**src/rtl/brf_pkg.sv**
```systemverilog
// Shared types and constants for the byte ring buffer with delimited read.
// No dependencies; used by the interfaces, all modules and the checker.
package brf_pkg;

  localparam int unsigned DepthDef = 64;
  localparam int unsigned ByteW    = 8;
  localparam int unsigned SizeW    = 7;
  localparam int unsigned FillW    = 6;
  localparam int unsigned ModeW    = 2;

  localparam logic [SizeW-1:0] SizeReset = 7'd64;

  // Input mode codes as seen on the port
  localparam logic [ModeW-1:0] ModeInsert = 2'd0;
  localparam logic [ModeW-1:0] ModeGet    = 2'd1;
  localparam logic [ModeW-1:0] ModeRead   = 2'd2;
  localparam logic [ModeW-1:0] ModeClear  = 2'd3;

  typedef enum logic [1:0] {
    OP_INSERT,
    OP_GET,
    OP_READ,
    OP_CLEAR
  } op_e;

  // Classified command handed from front to back
  typedef struct packed {
    op_e              op;
    logic [ByteW-1:0] data;
    logic [ByteW-1:0] delim;
  } cmd_t;

  // One result item
  typedef struct packed {
    logic [ByteW-1:0] data_out;
    logic             ok;
    logic             last;
    logic [FillW-1:0] fill_count;
    logic             is_full;
    logic [ByteW-1:0] last_inserted;
  } res_t;

endpackage

```
**src/rtl/brf_item_if.sv**
```systemverilog
// Input channel of the byte ring buffer: valid/ready plus one operation.
// Depends on brf_pkg for field widths.
interface brf_item_if;
  logic                        valid;
  logic                        ready;
  logic [brf_pkg::ModeW-1:0]   mode;
  logic [brf_pkg::ByteW-1:0]   data_in;
  logic [brf_pkg::ByteW-1:0]   delimiter;

  modport source (output valid, mode, data_in, delimiter, input ready);
  modport sink   (input valid, mode, data_in, delimiter, output ready);
endinterface

```
**src/rtl/brf_result_if.sv**
```systemverilog
// Result channel of the byte ring buffer: valid/ready plus one result item.
// Depends on brf_pkg for field widths.
interface brf_result_if;
  logic                        valid;
  logic                        ready;
  logic [brf_pkg::ByteW-1:0]   data_out;
  logic                        ok;
  logic                        last;
  logic [brf_pkg::FillW-1:0]   fill_count;
  logic                        is_full;
  logic [brf_pkg::ByteW-1:0]   last_inserted;

  modport source (output valid, data_out, ok, last, fill_count, is_full, last_inserted,
                  input ready);
  modport sink   (input valid, data_out, ok, last, fill_count, is_full, last_inserted,
                  output ready);
endinterface

```
**src/rtl/brf_front.sv**
```systemverilog
// Front end: accepts input transfers, decodes the mode into an operation
// and holds up to two commands for the back end. Depends on brf_pkg.
module brf_front (
  input  logic          clk_i,
  input  logic          rst_ni,
  input  logic          in_valid_i,
  output logic          in_ready_o,
  input  logic [brf_pkg::ModeW-1:0] mode_i,
  input  logic [brf_pkg::ByteW-1:0] data_i,
  input  logic [brf_pkg::ByteW-1:0] delim_i,
  output logic          cmd_valid_o,
  input  logic          cmd_pop_i,
  output brf_pkg::cmd_t cmd_o
);

  brf_pkg::cmd_t slot_q [2];
  logic          wr_ptr_q, rd_ptr_q;
  logic [1:0]    cnt_q, cnt_d;
  brf_pkg::cmd_t new_cmd;
  logic          push, pop;

  // Decode the mode into an operation
  always_comb begin
    new_cmd.data  = data_i;
    new_cmd.delim = delim_i;
    unique case (mode_i)
      brf_pkg::ModeInsert: new_cmd.op = brf_pkg::OP_INSERT;
      brf_pkg::ModeGet:    new_cmd.op = brf_pkg::OP_GET;
      brf_pkg::ModeRead:   new_cmd.op = brf_pkg::OP_READ;
      default:             new_cmd.op = brf_pkg::OP_CLEAR;
    endcase
  end

  assign in_ready_o  = (cnt_q != 2'd2);
  assign push        = in_valid_i && in_ready_o;
  assign cmd_valid_o = (cnt_q != 2'd0);
  assign pop         = cmd_pop_i && cmd_valid_o;
  assign cmd_o       = slot_q[rd_ptr_q];

  always_comb begin
    cnt_d = cnt_q;
    if (push && !pop) begin
      cnt_d = cnt_q + 2'd1;
    end else if (pop && !push) begin
      cnt_d = cnt_q - 2'd1;
    end
  end

  // Queue pointers and fill
  always_ff @(posedge clk_i or negedge rst_ni) begin
    if (!rst_ni) begin
      wr_ptr_q <= 1'b0;
      rd_ptr_q <= 1'b0;
      cnt_q    <= 2'd0;
    end else begin
      if (push) wr_ptr_q <= ~wr_ptr_q;
      if (pop)  rd_ptr_q <= ~rd_ptr_q;
      cnt_q <= cnt_d;
    end
  end

  // Queue payload
  always_ff @(posedge clk_i) begin
    if (push) begin
      slot_q[wr_ptr_q] <= new_cmd;
    end
  end

endmodule

```
**src/rtl/brf_back.sv**
```systemverilog
// Back end: owns the byte store, the head/tail pointers and the count,
// carries out commands and drives the registered result. Depends on brf_pkg.
module brf_back #(
  parameter int unsigned DEPTH = brf_pkg::DepthDef
) (
  input  logic          clk_i,
  input  logic          rst_ni,
  input  logic          cfg_we_i,
  input  logic [brf_pkg::SizeW-1:0] cfg_data_i,
  input  logic          cmd_valid_i,
  output logic          cmd_pop_o,
  input  brf_pkg::cmd_t cmd_i,
  output logic          res_valid_o,
  input  logic          res_ready_i,
  output brf_pkg::res_t res_o
);

  localparam int unsigned PW = (DEPTH > 1) ? $clog2(DEPTH) : 1;
  localparam logic [brf_pkg::SizeW-1:0] DepthS = brf_pkg::SizeW'(DEPTH);

  localparam logic [1:0] ST_IDLE = 2'd0;
  localparam logic [1:0] ST_POP  = 2'd1;
  localparam logic [1:0] ST_TERM = 2'd2;

  // Byte store with per-entry valid bits (unwritten entries read as zero)
  logic [brf_pkg::ByteW-1:0] mem_q [DEPTH];
  logic [DEPTH-1:0]          vld_q;
  logic [brf_pkg::ByteW-1:0] rdata_q;
  logic                      rvld_q;

  logic [1:0]                state_q, state_d;
  logic [PW-1:0]             head_q, head_d, tail_q, tail_d;
  logic [brf_pkg::FillW-1:0] cnt_q, cnt_d;
  logic [brf_pkg::SizeW-1:0] size_q, slots;
  logic [brf_pkg::ByteW-1:0] hbyte_q, hbyte_d, ent0_q;
  brf_pkg::op_e              op_q, op_d;
  logic [brf_pkg::ByteW-1:0] delim_q, delim_d;

  logic                      out_vld_q, out_free, load;
  brf_pkg::res_t             res_q, res_d;
  logic                      we, re;
  logic [PW-1:0]             waddr, nh;
  logic [brf_pkg::ByteW-1:0] rbyte;
  logic                      full_now;

  function automatic logic [PW-1:0] adv(input logic [PW-1:0] idx,
                                        input logic [brf_pkg::SizeW-1:0] sl);
    logic [brf_pkg::SizeW-1:0] n;
    n = brf_pkg::SizeW'(idx) + 1'b1;
    return (n >= sl) ? '0 : n[PW-1:0];
  endfunction

  // Slot count saturated to [2, DEPTH]
  always_comb begin
    if (size_q < 7'd2) begin
      slots = 7'd2;
    end else if (size_q > DepthS) begin
      slots = DepthS;
    end else begin
      slots = size_q;
    end
  end

  assign nh       = adv(head_q, slots);
  assign full_now = (nh == tail_q);
  assign out_free = !out_vld_q || res_ready_i;
  assign rbyte    = rvld_q ? rdata_q : '0;
  assign waddr    = nh;

  // Command sequencer
  always_comb begin
    state_d   = state_q;
    head_d    = head_q;
    tail_d    = tail_q;
    cnt_d     = cnt_q;
    hbyte_d   = hbyte_q;
    op_d      = op_q;
    delim_d   = delim_q;
    cmd_pop_o = 1'b0;
    we        = 1'b0;
    re        = 1'b0;
    load      = 1'b0;
    res_d.data_out      = '0;
    res_d.ok            = 1'b1;
    res_d.last          = 1'b1;
    res_d.fill_count    = cnt_q;
    res_d.is_full       = full_now;
    res_d.last_inserted = hbyte_q;

    unique case (state_q)
      ST_IDLE: begin
        if (cmd_valid_i && out_free) begin
          cmd_pop_o = 1'b1;
          op_d      = cmd_i.op;
          delim_d   = cmd_i.delim;
          case (cmd_i.op) inside
            brf_pkg::OP_INSERT: begin
              load = 1'b1;
              if (full_now) begin
                res_d.ok = 1'b0;
              end else begin
                we      = 1'b1;
                head_d  = nh;
                cnt_d   = cnt_q + 1'b1;
                hbyte_d = cmd_i.data;
                res_d.fill_count    = cnt_d;
                res_d.is_full       = (adv(nh, slots) == tail_q);
                res_d.last_inserted = cmd_i.data;
              end
            end
            brf_pkg::OP_GET, brf_pkg::OP_READ: begin
              if (head_q == tail_q) begin
                load     = 1'b1;
                res_d.ok = (cmd_i.op == brf_pkg::OP_READ);
              end else begin
                re      = 1'b1;
                tail_d  = adv(tail_q, slots);
                cnt_d   = cnt_q - 1'b1;
                state_d = ST_POP;
              end
            end
            default: begin
              load    = 1'b1;
              head_d  = '0;
              tail_d  = '0;
              cnt_d   = '0;
              hbyte_d = ent0_q;
              res_d.fill_count    = '0;
              res_d.is_full       = 1'b0;
              res_d.last_inserted = ent0_q;
            end
          endcase
        end
      end
      ST_POP: begin
        if (out_free) begin
          load = 1'b1;
          if (op_q == brf_pkg::OP_GET) begin
            res_d.data_out = rbyte;
            state_d        = ST_IDLE;
          end else if (rbyte == delim_q) begin
            // delimiter dropped, terminator in its place
            state_d = ST_IDLE;
          end else begin
            res_d.data_out = rbyte;
            res_d.last     = 1'b0;
            if (head_q != tail_q) begin
              re     = 1'b1;
              tail_d = adv(tail_q, slots);
              cnt_d  = cnt_q - 1'b1;
            end else begin
              state_d = ST_TERM;
            end
          end
        end
      end
      ST_TERM: begin
        if (out_free) begin
          load    = 1'b1;
          state_d = ST_IDLE;
        end
      end
      default: begin
        state_d = ST_IDLE;
      end
    endcase

    // Size write re-initialises the pointers
    if (cfg_we_i) begin
      head_d  = '0;
      tail_d  = '0;
      cnt_d   = '0;
      hbyte_d = ent0_q;
    end
  end

  // Control state
  always_ff @(posedge clk_i or negedge rst_ni) begin
    if (!rst_ni) begin
      state_q   <= ST_IDLE;
      head_q    <= '0;
      tail_q    <= '0;
      cnt_q     <= '0;
      size_q    <= brf_pkg::SizeReset;
      hbyte_q   <= '0;
      ent0_q    <= '0;
      vld_q     <= '0;
      out_vld_q <= 1'b0;
    end else begin
      state_q <= state_d;
      head_q  <= head_d;
      tail_q  <= tail_d;
      cnt_q   <= cnt_d;
      hbyte_q <= hbyte_d;
      if (cfg_we_i) size_q <= cfg_data_i;
      if (we) begin
        vld_q[waddr] <= 1'b1;
        if (waddr == '0) ent0_q <= cmd_i.data;
      end
      if (load) begin
        out_vld_q <= 1'b1;
      end else if (res_ready_i) begin
        out_vld_q <= 1'b0;
      end
    end
  end

  // Store write and registered read at the new tail
  always_ff @(posedge clk_i) begin
    if (we) begin
      mem_q[waddr] <= cmd_i.data;
    end
    if (re) begin
      rdata_q <= mem_q[tail_d];
      rvld_q  <= vld_q[tail_d];
    end
  end

  // Payload registers
  always_ff @(posedge clk_i) begin
    if (load) begin
      res_q <= res_d;
    end
    op_q    <= op_d;
    delim_q <= delim_d;
  end

  assign res_valid_o = out_vld_q;
  assign res_o       = res_q;

endmodule

```
**src/rtl/byte_ring_fifo_with_delimited_read.sv**
```systemverilog
// Top level of the byte ring buffer with delimited read.
// Depends on brf_pkg, brf_item_if, brf_result_if, brf_front and brf_back.
// Use:
//   item_i carries one operation per transfer: insert, get, delimited read or
//   clear. result_o returns the results in order; every operation ends with a
//   result marked last. cfg_we_i/cfg_data_i write the slot count in use (the
//   buffer holds one byte less) and reset the pointers; write only when idle.
// Flow:
//   An accepted item waits in a two-entry command queue. Insert, clear and a
//   get or read on an empty buffer go through the queue and the output
//   register, one item per cycle unless result_o.ready stalls. A get that
//   pops adds the registered store read. A delimited read sends its bytes,
//   one per cycle unless stalled, then the terminator; a read that drains
//   the buffer sends the terminator from a separate state.
// Reset:
//   Pointers and count go to zero, the slot count to 64; store entries read
//   as zero until written (per-entry valid bits, no sweep).
// Stall:
//   A result waits in the output register while result_o.ready is low; the
//   command queue keeps taking items until it fills, then item_i.ready drops.
module byte_ring_fifo_with_delimited_read #(
  parameter int unsigned DEPTH = brf_pkg::DepthDef
) (
  input  logic                       clk_i,
  input  logic                       rst_ni,
  input  logic                       cfg_we_i,
  input  logic [brf_pkg::SizeW-1:0]  cfg_data_i,
  brf_item_if.sink                   item_i,
  brf_result_if.source               result_o
);

  logic          cmd_valid, cmd_pop;
  brf_pkg::cmd_t cmd;
  brf_pkg::res_t res;

  // Front: accept and decode
  brf_front u_front (
    .clk_i      (clk_i),
    .rst_ni     (rst_ni),
    .in_valid_i (item_i.valid),
    .in_ready_o (item_i.ready),
    .mode_i     (item_i.mode),
    .data_i     (item_i.data_in),
    .delim_i    (item_i.delimiter),
    .cmd_valid_o(cmd_valid),
    .cmd_pop_i  (cmd_pop),
    .cmd_o      (cmd)
  );

  // Back: store, pointers and results
  brf_back #(
    .DEPTH(DEPTH)
  ) u_back (
    .clk_i      (clk_i),
    .rst_ni     (rst_ni),
    .cfg_we_i   (cfg_we_i),
    .cfg_data_i (cfg_data_i),
    .cmd_valid_i(cmd_valid),
    .cmd_pop_o  (cmd_pop),
    .cmd_i      (cmd),
    .res_valid_o(result_o.valid),
    .res_ready_i(result_o.ready),
    .res_o      (res)
  );

  assign result_o.data_out      = res.data_out;
  assign result_o.ok            = res.ok;
  assign result_o.last          = res.last;
  assign result_o.fill_count    = res.fill_count;
  assign result_o.is_full       = res.is_full;
  assign result_o.last_inserted = res.last_inserted;

endmodule

```
**src/flat_wrapper.sv**
```systemverilog
// flat-port wrapper written by rule: the top's interface ports become plain ports
module byte_ring_fifo_with_delimited_read_flat 
#(
  parameter int unsigned DEPTH = brf_pkg::DepthDef
)
  (clk_i, rst_ni, cfg_we_i, cfg_data_i, item_i_valid, item_i_mode, item_i_data_in, item_i_delimiter, item_i_ready, result_o_valid, result_o_data_out, result_o_ok, result_o_last, result_o_fill_count, result_o_is_full, result_o_last_inserted, result_o_ready);
  brf_item_if item_i_i ();
  brf_result_if result_o_i ();
  input  logic clk_i;
  input  logic rst_ni;
  input  logic cfg_we_i;
  input  logic [brf_pkg::SizeW-1:0] cfg_data_i;
  input wire logic [$bits(item_i_i.valid)-1:0] item_i_valid;
  input wire logic [$bits(item_i_i.mode)-1:0] item_i_mode;
  input wire logic [$bits(item_i_i.data_in)-1:0] item_i_data_in;
  input wire logic [$bits(item_i_i.delimiter)-1:0] item_i_delimiter;
  output wire logic [$bits(item_i_i.ready)-1:0] item_i_ready;
  output wire logic [$bits(result_o_i.valid)-1:0] result_o_valid;
  output wire logic [$bits(result_o_i.data_out)-1:0] result_o_data_out;
  output wire logic [$bits(result_o_i.ok)-1:0] result_o_ok;
  output wire logic [$bits(result_o_i.last)-1:0] result_o_last;
  output wire logic [$bits(result_o_i.fill_count)-1:0] result_o_fill_count;
  output wire logic [$bits(result_o_i.is_full)-1:0] result_o_is_full;
  output wire logic [$bits(result_o_i.last_inserted)-1:0] result_o_last_inserted;
  input wire logic [$bits(result_o_i.ready)-1:0] result_o_ready;
  assign item_i_i.valid = item_i_valid;
  assign item_i_i.mode = item_i_mode;
  assign item_i_i.data_in = item_i_data_in;
  assign item_i_i.delimiter = item_i_delimiter;
  assign item_i_ready = item_i_i.ready;
  assign result_o_valid = result_o_i.valid;
  assign result_o_data_out = result_o_i.data_out;
  assign result_o_ok = result_o_i.ok;
  assign result_o_last = result_o_i.last;
  assign result_o_fill_count = result_o_i.fill_count;
  assign result_o_is_full = result_o_i.is_full;
  assign result_o_last_inserted = result_o_i.last_inserted;
  assign result_o_i.ready = result_o_ready;
  byte_ring_fifo_with_delimited_read #(.DEPTH(DEPTH)) u_core (.clk_i(clk_i), .rst_ni(rst_ni), .cfg_we_i(cfg_we_i), .cfg_data_i(cfg_data_i), .item_i(item_i_i), .result_o(result_o_i));
endmodule
```
**config.mk**
```make
export PLATFORM = sky130hd
export DESIGN_NAME = byte_ring_fifo_with_delimited_read_flat
export DESIGN_NICKNAME = d
export VERILOG_FILES = /design/src/rtl/brf_pkg.sv /design/src/rtl/brf_item_if.sv /design/src/rtl/brf_result_if.sv /design/src/rtl/brf_front.sv /design/src/rtl/brf_back.sv /design/src/rtl/byte_ring_fifo_with_delimited_read.sv /design/src/flat_wrapper.sv
export SDC_FILE = /design/constraint.sdc
export NUM_CORES = 1
export LEC_CHECK = 0
export BUFFER_PORTS_ARGS = -buffer_cell sky130_fd_sc_hd__buf_4
export CAP_MARGIN = 20
export CORE_MARGIN = 8
export CORE_UTILIZATION = 45
export CTS_CLUSTER_DIAMETER = 60
export DETAILED_ROUTE_END_ITERATION = 12
export HOLD_SLACK_MARGIN = 0.05
export PLACE_DENSITY = 0.71
export SYNTH_ARGS = -nofsm -noshare
export SYNTH_HDL_FRONTEND = slang
export SYNTH_HIERARCHICAL = 1
export SYNTH_SLANG_ARGS = --single-unit
```
**constraint.sdc**
```tcl
create_clock -name clk_i -period 12.6 [get_ports clk_i]
set_clock_uncertainty 0.2 [all_clocks]
set_input_delay 0 -clock clk_i [delete_from_list [all_inputs] [get_ports clk_i]]
set_output_delay 0 -clock clk_i [all_outputs]
set_load 0.02 [all_outputs]
```
==> impl_summary.log <==
[metrics] outcome: complete, no violations
[metrics] count of final hold-check violations: 0
[metrics] Buffers on Ports: 56
[metrics] relative max-transition margin: 0.1787
[metrics] Final Setup Violations: 0
[metrics] starting density of the core: 0.4522
[metrics] largest buffer count on any clock path: 3
[metrics] Seq/Total Area, Yosys: 0.6670
[metrics] delay of the slowest critical-path stage: 0.98 ns
[metrics] Mapped Area: 30850 um^2
[metrics] clock tree from TritonCTS: done
[metrics] number of max-capacitance violations reported: 0
[metrics] overall via count from detail_route: 20263
[metrics] arrival time of data at the critical path endpoint: 7.49 ns
[metrics] beginning of the worst register-to-register path: u_core/u_front/rd_ptr_q
[metrics] Reg2Reg Capture Point: u_core/u_back/rvld_q
[metrics] non-filler instance count after layout: 3291
[metrics] area growth from synthesis to layout: 14.08%
[metrics] Peak Freq: 0.1357 GHz
[metrics] required time at the worst-slack endpoint: 12.72 ns
[metrics] clk slew on worst S/H paths: 0.06 ns
[metrics] Synth top area share: 0.5762
[metrics] number of nets in the layout: 2418
[metrics] time the final worst path needs with I/O delays and setup: 7.369 ns
[metrics] class of the tightest hold or removal check: in2reg
[metrics] chip height: 277.9 um
[metrics] count of pins on the block boundary: 57
[metrics] overall track demand over capacity in global routing: 0.2068
[metrics] Register-to-Register Setup Slack: 5.23 ns
[metrics] Pins Over Slew Limit: 0
[metrics] deepest level of the CTS H-tree: 3
[metrics] routability-driven placement congestion ratio: 0.8997
[metrics] hold wc startpoint: item_i_valid
[metrics] setup repair after global routing missed its margin: no
[metrics] commonest register cell after synthesis: sky130_fd_sc_hd__edfxtp_1
[metrics] routed vias/inst: 6.157
[metrics] DIE AREA: 77200 um^2
[metrics] cell depth of the worst hold path: 4
[metrics] worst setup path category: reg2reg
[metrics] n_diodes: 0
[metrics] gate count after technology mapping: 2249
[metrics] Wirelength per Cell: 25.03 um
[metrics] HPWL Detailed: 49940 um
[metrics] proportion of layout cells with a drive suffix above 1: 0.1416
[metrics] area of placed instances: 32180 um^2
[metrics] crit path from: u_core/u_front/rd_ptr_q
[metrics] cell breakdown of the critical path: mux2_2 -> inv_1 -> ha_1 -> nand2_1 -> nor2_1 -> o2111ai_1 -> nand3_2 -> buf_4 -> nand2_4 -> inv_8 -> buf_12 -> mux2i_1 -> nand2_1 -> a32o_1 -> nor4_1 -> nor3_1
[metrics] via count of the first global-routing pass: 20139
[metrics] Avg Inst Size Synth: 13.72 um^2
[metrics] number of distinct library cell variants in the gate-level netlist after synthesis: 98
[metrics] design area: 35200 um^2
[metrics] leftover overflow at the end of global routing: 0
[metrics] total wirelength of the detailed-routed design: 82380 um
[metrics] clock latency on the worst-skew pair: 0.62 ns
[metrics] fill cell count: 5543
[metrics] Die W: 277.9 um
[metrics] placeable core region: 68230 um^2
[metrics] leakage power of the design: 12.38 nW
[metrics] maximum number of pins on one net before global-route repair: 134
[metrics] number of flip-flops and latches in the synthesized netlist: 704
[metrics] Power Dens Cells: 181.7 nW/um^2
[metrics] nets in the synthesized netlist: 2310
[metrics] initial antenna violation count: 2
[metrics] Root Buffer Master: sky130_fd_sc_hd__clkbuf_16
[metrics] worst hold slack across all endpoints: 0.1181 ns
[metrics] drt first-iter violations: 2168
[metrics] Clock Sinks: 704
[metrics] kind of start point of the critical path: register
[metrics] most area-consuming cells after synthesis: sky130_fd_sc_hd__edfxtp_1, sky130_fd_sc_hd__dfrtp_1, sky130_fd_sc_hd__mux2i_1
[metrics] Async S/R FF share, synth: 0.1591
[metrics] Detail Route Antenna Nets: 0
[metrics] dominant cell type by count on the critical path: sky130_fd_sc_hd__nand2_1
[metrics] final clock period utilization by the worst path: 0.5849
[metrics] placed insts: 3093
[metrics] hold path endpoint: u_core/u_front/wr_ptr_q
[metrics] slowest CP cell: sky130_fd_sc_hd__dfrtp_1
[metrics] maximum vdd drop: 0.1231 mV
[metrics] Worst Max-Slew Pin Slew: 1.232 ns
[metrics] number of synthesized flops with an enable pin: 592
[metrics] number of cells traversed by the worst register-to-register path: 16
[metrics] Residual DRC: 0
[metrics] Ys Warns: 6
[metrics] global-route wire length before repair: 123900 um
[metrics] cell type contributing the most total cell area after synthesis: sky130_fd_sc_hd__edfxtp_1
[metrics] Pre-antenna DRT Iters: 6
[metrics] setup TNS: 0 ns
[metrics] crit-path max FO: 133
[metrics] kind of capture point of the worst setup path: register
[metrics] Inserted Clock Buffers: 69
[metrics] standard-cell rows: 96
cell usage in the layout (no fill, tap or decap), types with 10 or more instances in the layout:
| master | synthesis | layout |
|---|---|---|
| sky130_fd_sc_hd__or2_1 | 33 | 33 |
| sky130_fd_sc_hd__xnor2_1 | 19 | 19 |
| sky130_fd_sc_hd__a221o_1 | 17 | 17 |
| sky130_fd_sc_hd__nand3_1 | 92 | 91 |
| sky130_fd_sc_hd__mux2_2 | 35 | 35 |
| sky130_fd_sc_hd__a21oi_1 | 99 | 99 |
| sky130_fd_sc_hd__dlygate4sd3_1 | 0 | 63 |
| sky130_fd_sc_hd__nor3_1 | 63 | 48 |
| sky130_fd_sc_hd__clkinv_1 | 0 | 19 |
| sky130_fd_sc_hd__or3_1 | 10 | 10 |
| sky130_fd_sc_hd__a22o_1 | 13 | 13 |
| sky130_fd_sc_hd__mux2_4 | 17 | 17 |
| sky130_fd_sc_hd__a221oi_1 | 54 | 54 |
| sky130_fd_sc_hd__o21ai_0 | 35 | 35 |
| sky130_fd_sc_hd__o21bai_1 | 11 | 11 |
| sky130_fd_sc_hd__nand2_1 | 235 | 235 |
| sky130_fd_sc_hd__a22oi_1 | 34 | 34 |
| sky130_fd_sc_hd__clkbuf_1 | 73 | 12 |
| sky130_fd_sc_hd__and2_1 | 10 | 10 |
| sky130_fd_sc_hd__mux2i_1 | 159 | 159 |
| sky130_fd_sc_hd__a21o_1 | 18 | 18 |
| sky130_fd_sc_hd__ha_1 | 31 | 31 |
| sky130_fd_sc_hd__a31oi_1 | 68 | 68 |
| sky130_fd_sc_hd__clkbuf_16 | 0 | 70 |
| sky130_fd_sc_hd__bufinv_16 | 0 | 10 |
| sky130_fd_sc_hd__or2_2 | 14 | 14 |
| sky130_fd_sc_hd__inv_1 | 40 | 39 |
| sky130_fd_sc_hd__o22ai_1 | 24 | 24 |
| sky130_fd_sc_hd__and3_1 | 12 | 12 |
| sky130_fd_sc_hd__nand2b_1 | 12 | 12 |
| sky130_fd_sc_hd__edfxtp_1 | 592 | 592 |
| sky130_fd_sc_hd__nor3_2 | 0 | 15 |
| sky130_fd_sc_hd__buf_4 | 12 | 108 |
| sky130_fd_sc_hd__dfrtp_1 | 111 | 111 |
| sky130_fd_sc_hd__nor2_1 | 52 | 51 |
| sky130_fd_sc_hd__xor2_1 | 18 | 18 |
worst max path at each step:
| stage | to | slack (ns) | cells after the start |
|---|---|---|---|
| detailed placement | u_core/u_back/rdata_q[3] | 5.41 | 16 |
| floorplan | u_core/u_back/res_o[8] | 7.26 | 26 |
| global route | u_core/u_back/rdata_q[1] | 4.91 | 16 |
| CTS | u_core/u_back/rdata_q[3] | 5.40 | 16 |
| finish | u_core/u_back/rvld_q | 5.23 | 16 |
| global placement | u_core/u_back/rdata_q[3] | 5.52 | 16 |
registers in the layout (all words and copies together) (netlist names), 2 cells and up:
name	flops
u_core/u_back/mem_q	512
u_core/u_back/vld_q	64
u_core/u_front/slot_q	36
u_core/u_back/res_o	25
u_core/u_back/delim_q	8
u_core/u_back/ent0_q	8
u_core/u_back/hbyte_q	8
u_core/u_back/rdata_q	8
u_core/u_back/size_q	7
u_core/u_back/cnt_q	6
u_core/u_back/head_q	6
u_core/u_back/tail_q	6
u_core/u_back/op_q	2
u_core/u_back/state_q	2
u_core/u_front/cnt_q	2
worst max-delay path, delay by kind of cell, from the launching register on:
family	cells	cell delay [ns]
and+or+nand+nor	7	1.87
buffers and inverters	4	1.84
DFF	1	0.98
AOI/OAI and AO/OA	2	0.62
muxes	2	0.61
adders and majority gates	1	0.58
routing by layer:
| layer | wire, um | vias to the layer above | track usage |
|---|---|---|---|
| met1 | 32550 | 10287 | 0.2679 |
| met3 | 6915 | 154 | 0.03630 |
| met4 | 3321 | 4 | 0.09104 |
| met2 | 39580 | 939 | 0.3400 |
| met5 | 21 | - | 0 |
| li1 | - | 8879 | - |
area by class of cell:
class                      instances  area, um^2  area share
sequential                       704       20580      0.5847
timing repair buffer             188        1612     0.04578
tap                              882        1104     0.03135
inverter                          46       192.7    0.005474
multi-input combinational       1348        9428      0.2678
clock buffer                      84        1824     0.05183
clock inverter                    39       459.2     0.01305
Yosys cell counts (12+ instances only):
cell type and count:
sky130_fd_sc_hd__nand2_1 235, sky130_fd_sc_hd__xor2_1 18, sky130_fd_sc_hd__and3_1 12, sky130_fd_sc_hd__or2_1 33
sky130_fd_sc_hd__inv_1 40, sky130_fd_sc_hd__a21oi_1 99, sky130_fd_sc_hd__a21o_1 18, sky130_fd_sc_hd__a22o_1 13
sky130_fd_sc_hd__clkbuf_1 73, sky130_fd_sc_hd__a221oi_1 54, sky130_fd_sc_hd__or2_2 14, sky130_fd_sc_hd__edfxtp_1 592
sky130_fd_sc_hd__a221o_1 17, sky130_fd_sc_hd__nor2_1 52, sky130_fd_sc_hd__dfrtp_1 111, sky130_fd_sc_hd__buf_2 40
sky130_fd_sc_hd__o21ai_0 35, sky130_fd_sc_hd__o22ai_1 24, sky130_fd_sc_hd__nand3_1 92, sky130_fd_sc_hd__a31oi_1 68
sky130_fd_sc_hd__ha_1 31, sky130_fd_sc_hd__buf_4 12, sky130_fd_sc_hd__xnor2_1 19, sky130_fd_sc_hd__mux2i_1 159
sky130_fd_sc_hd__mux2_4 17, sky130_fd_sc_hd__nor3_1 63, sky130_fd_sc_hd__a22oi_1 34, sky130_fd_sc_hd__nand2b_1 12
sky130_fd_sc_hd__mux2_2 35
logic make-up after synthesis:
group	synth area share
multiplexers	0.07299
flip-flops	0.6670
AO/OA/AOI/OAI	0.1107
AND/OR/NAND/NOR	0.09367
XOR/XNOR	0.01140
adder cells (fa/ha/maj)	0.01294
buffers and inverters	0.03127
repair_timing:
item | CTS | global route
setup buffers | 0 | 0
gates resized for setup | 0 | 0
hold buffers | 64 | 0
hold endpoints to repair | 175 | 0
setup endpoints to repair | 0 | 0
power by group:
part	internal, mW	leakage (nW)	switching (mW)
logic	0.400	4.44	0.875
registers	2.93	6.83	0.101
clock network	1.24	1.11	0.856
per-stage QoR:
step	util	setup WS, ns	power, mW
final	0.5159	5.231	6.397
after global routing	0.5159	4.906	6.611
after floorplan	-	7.262	3.850
after CTS	0.5147	5.401	6.409
after global placement	0.4705	5.520	4.268
after detailed placement	0.4716	5.414	4.313
Power figures use the tool's default switching activity.
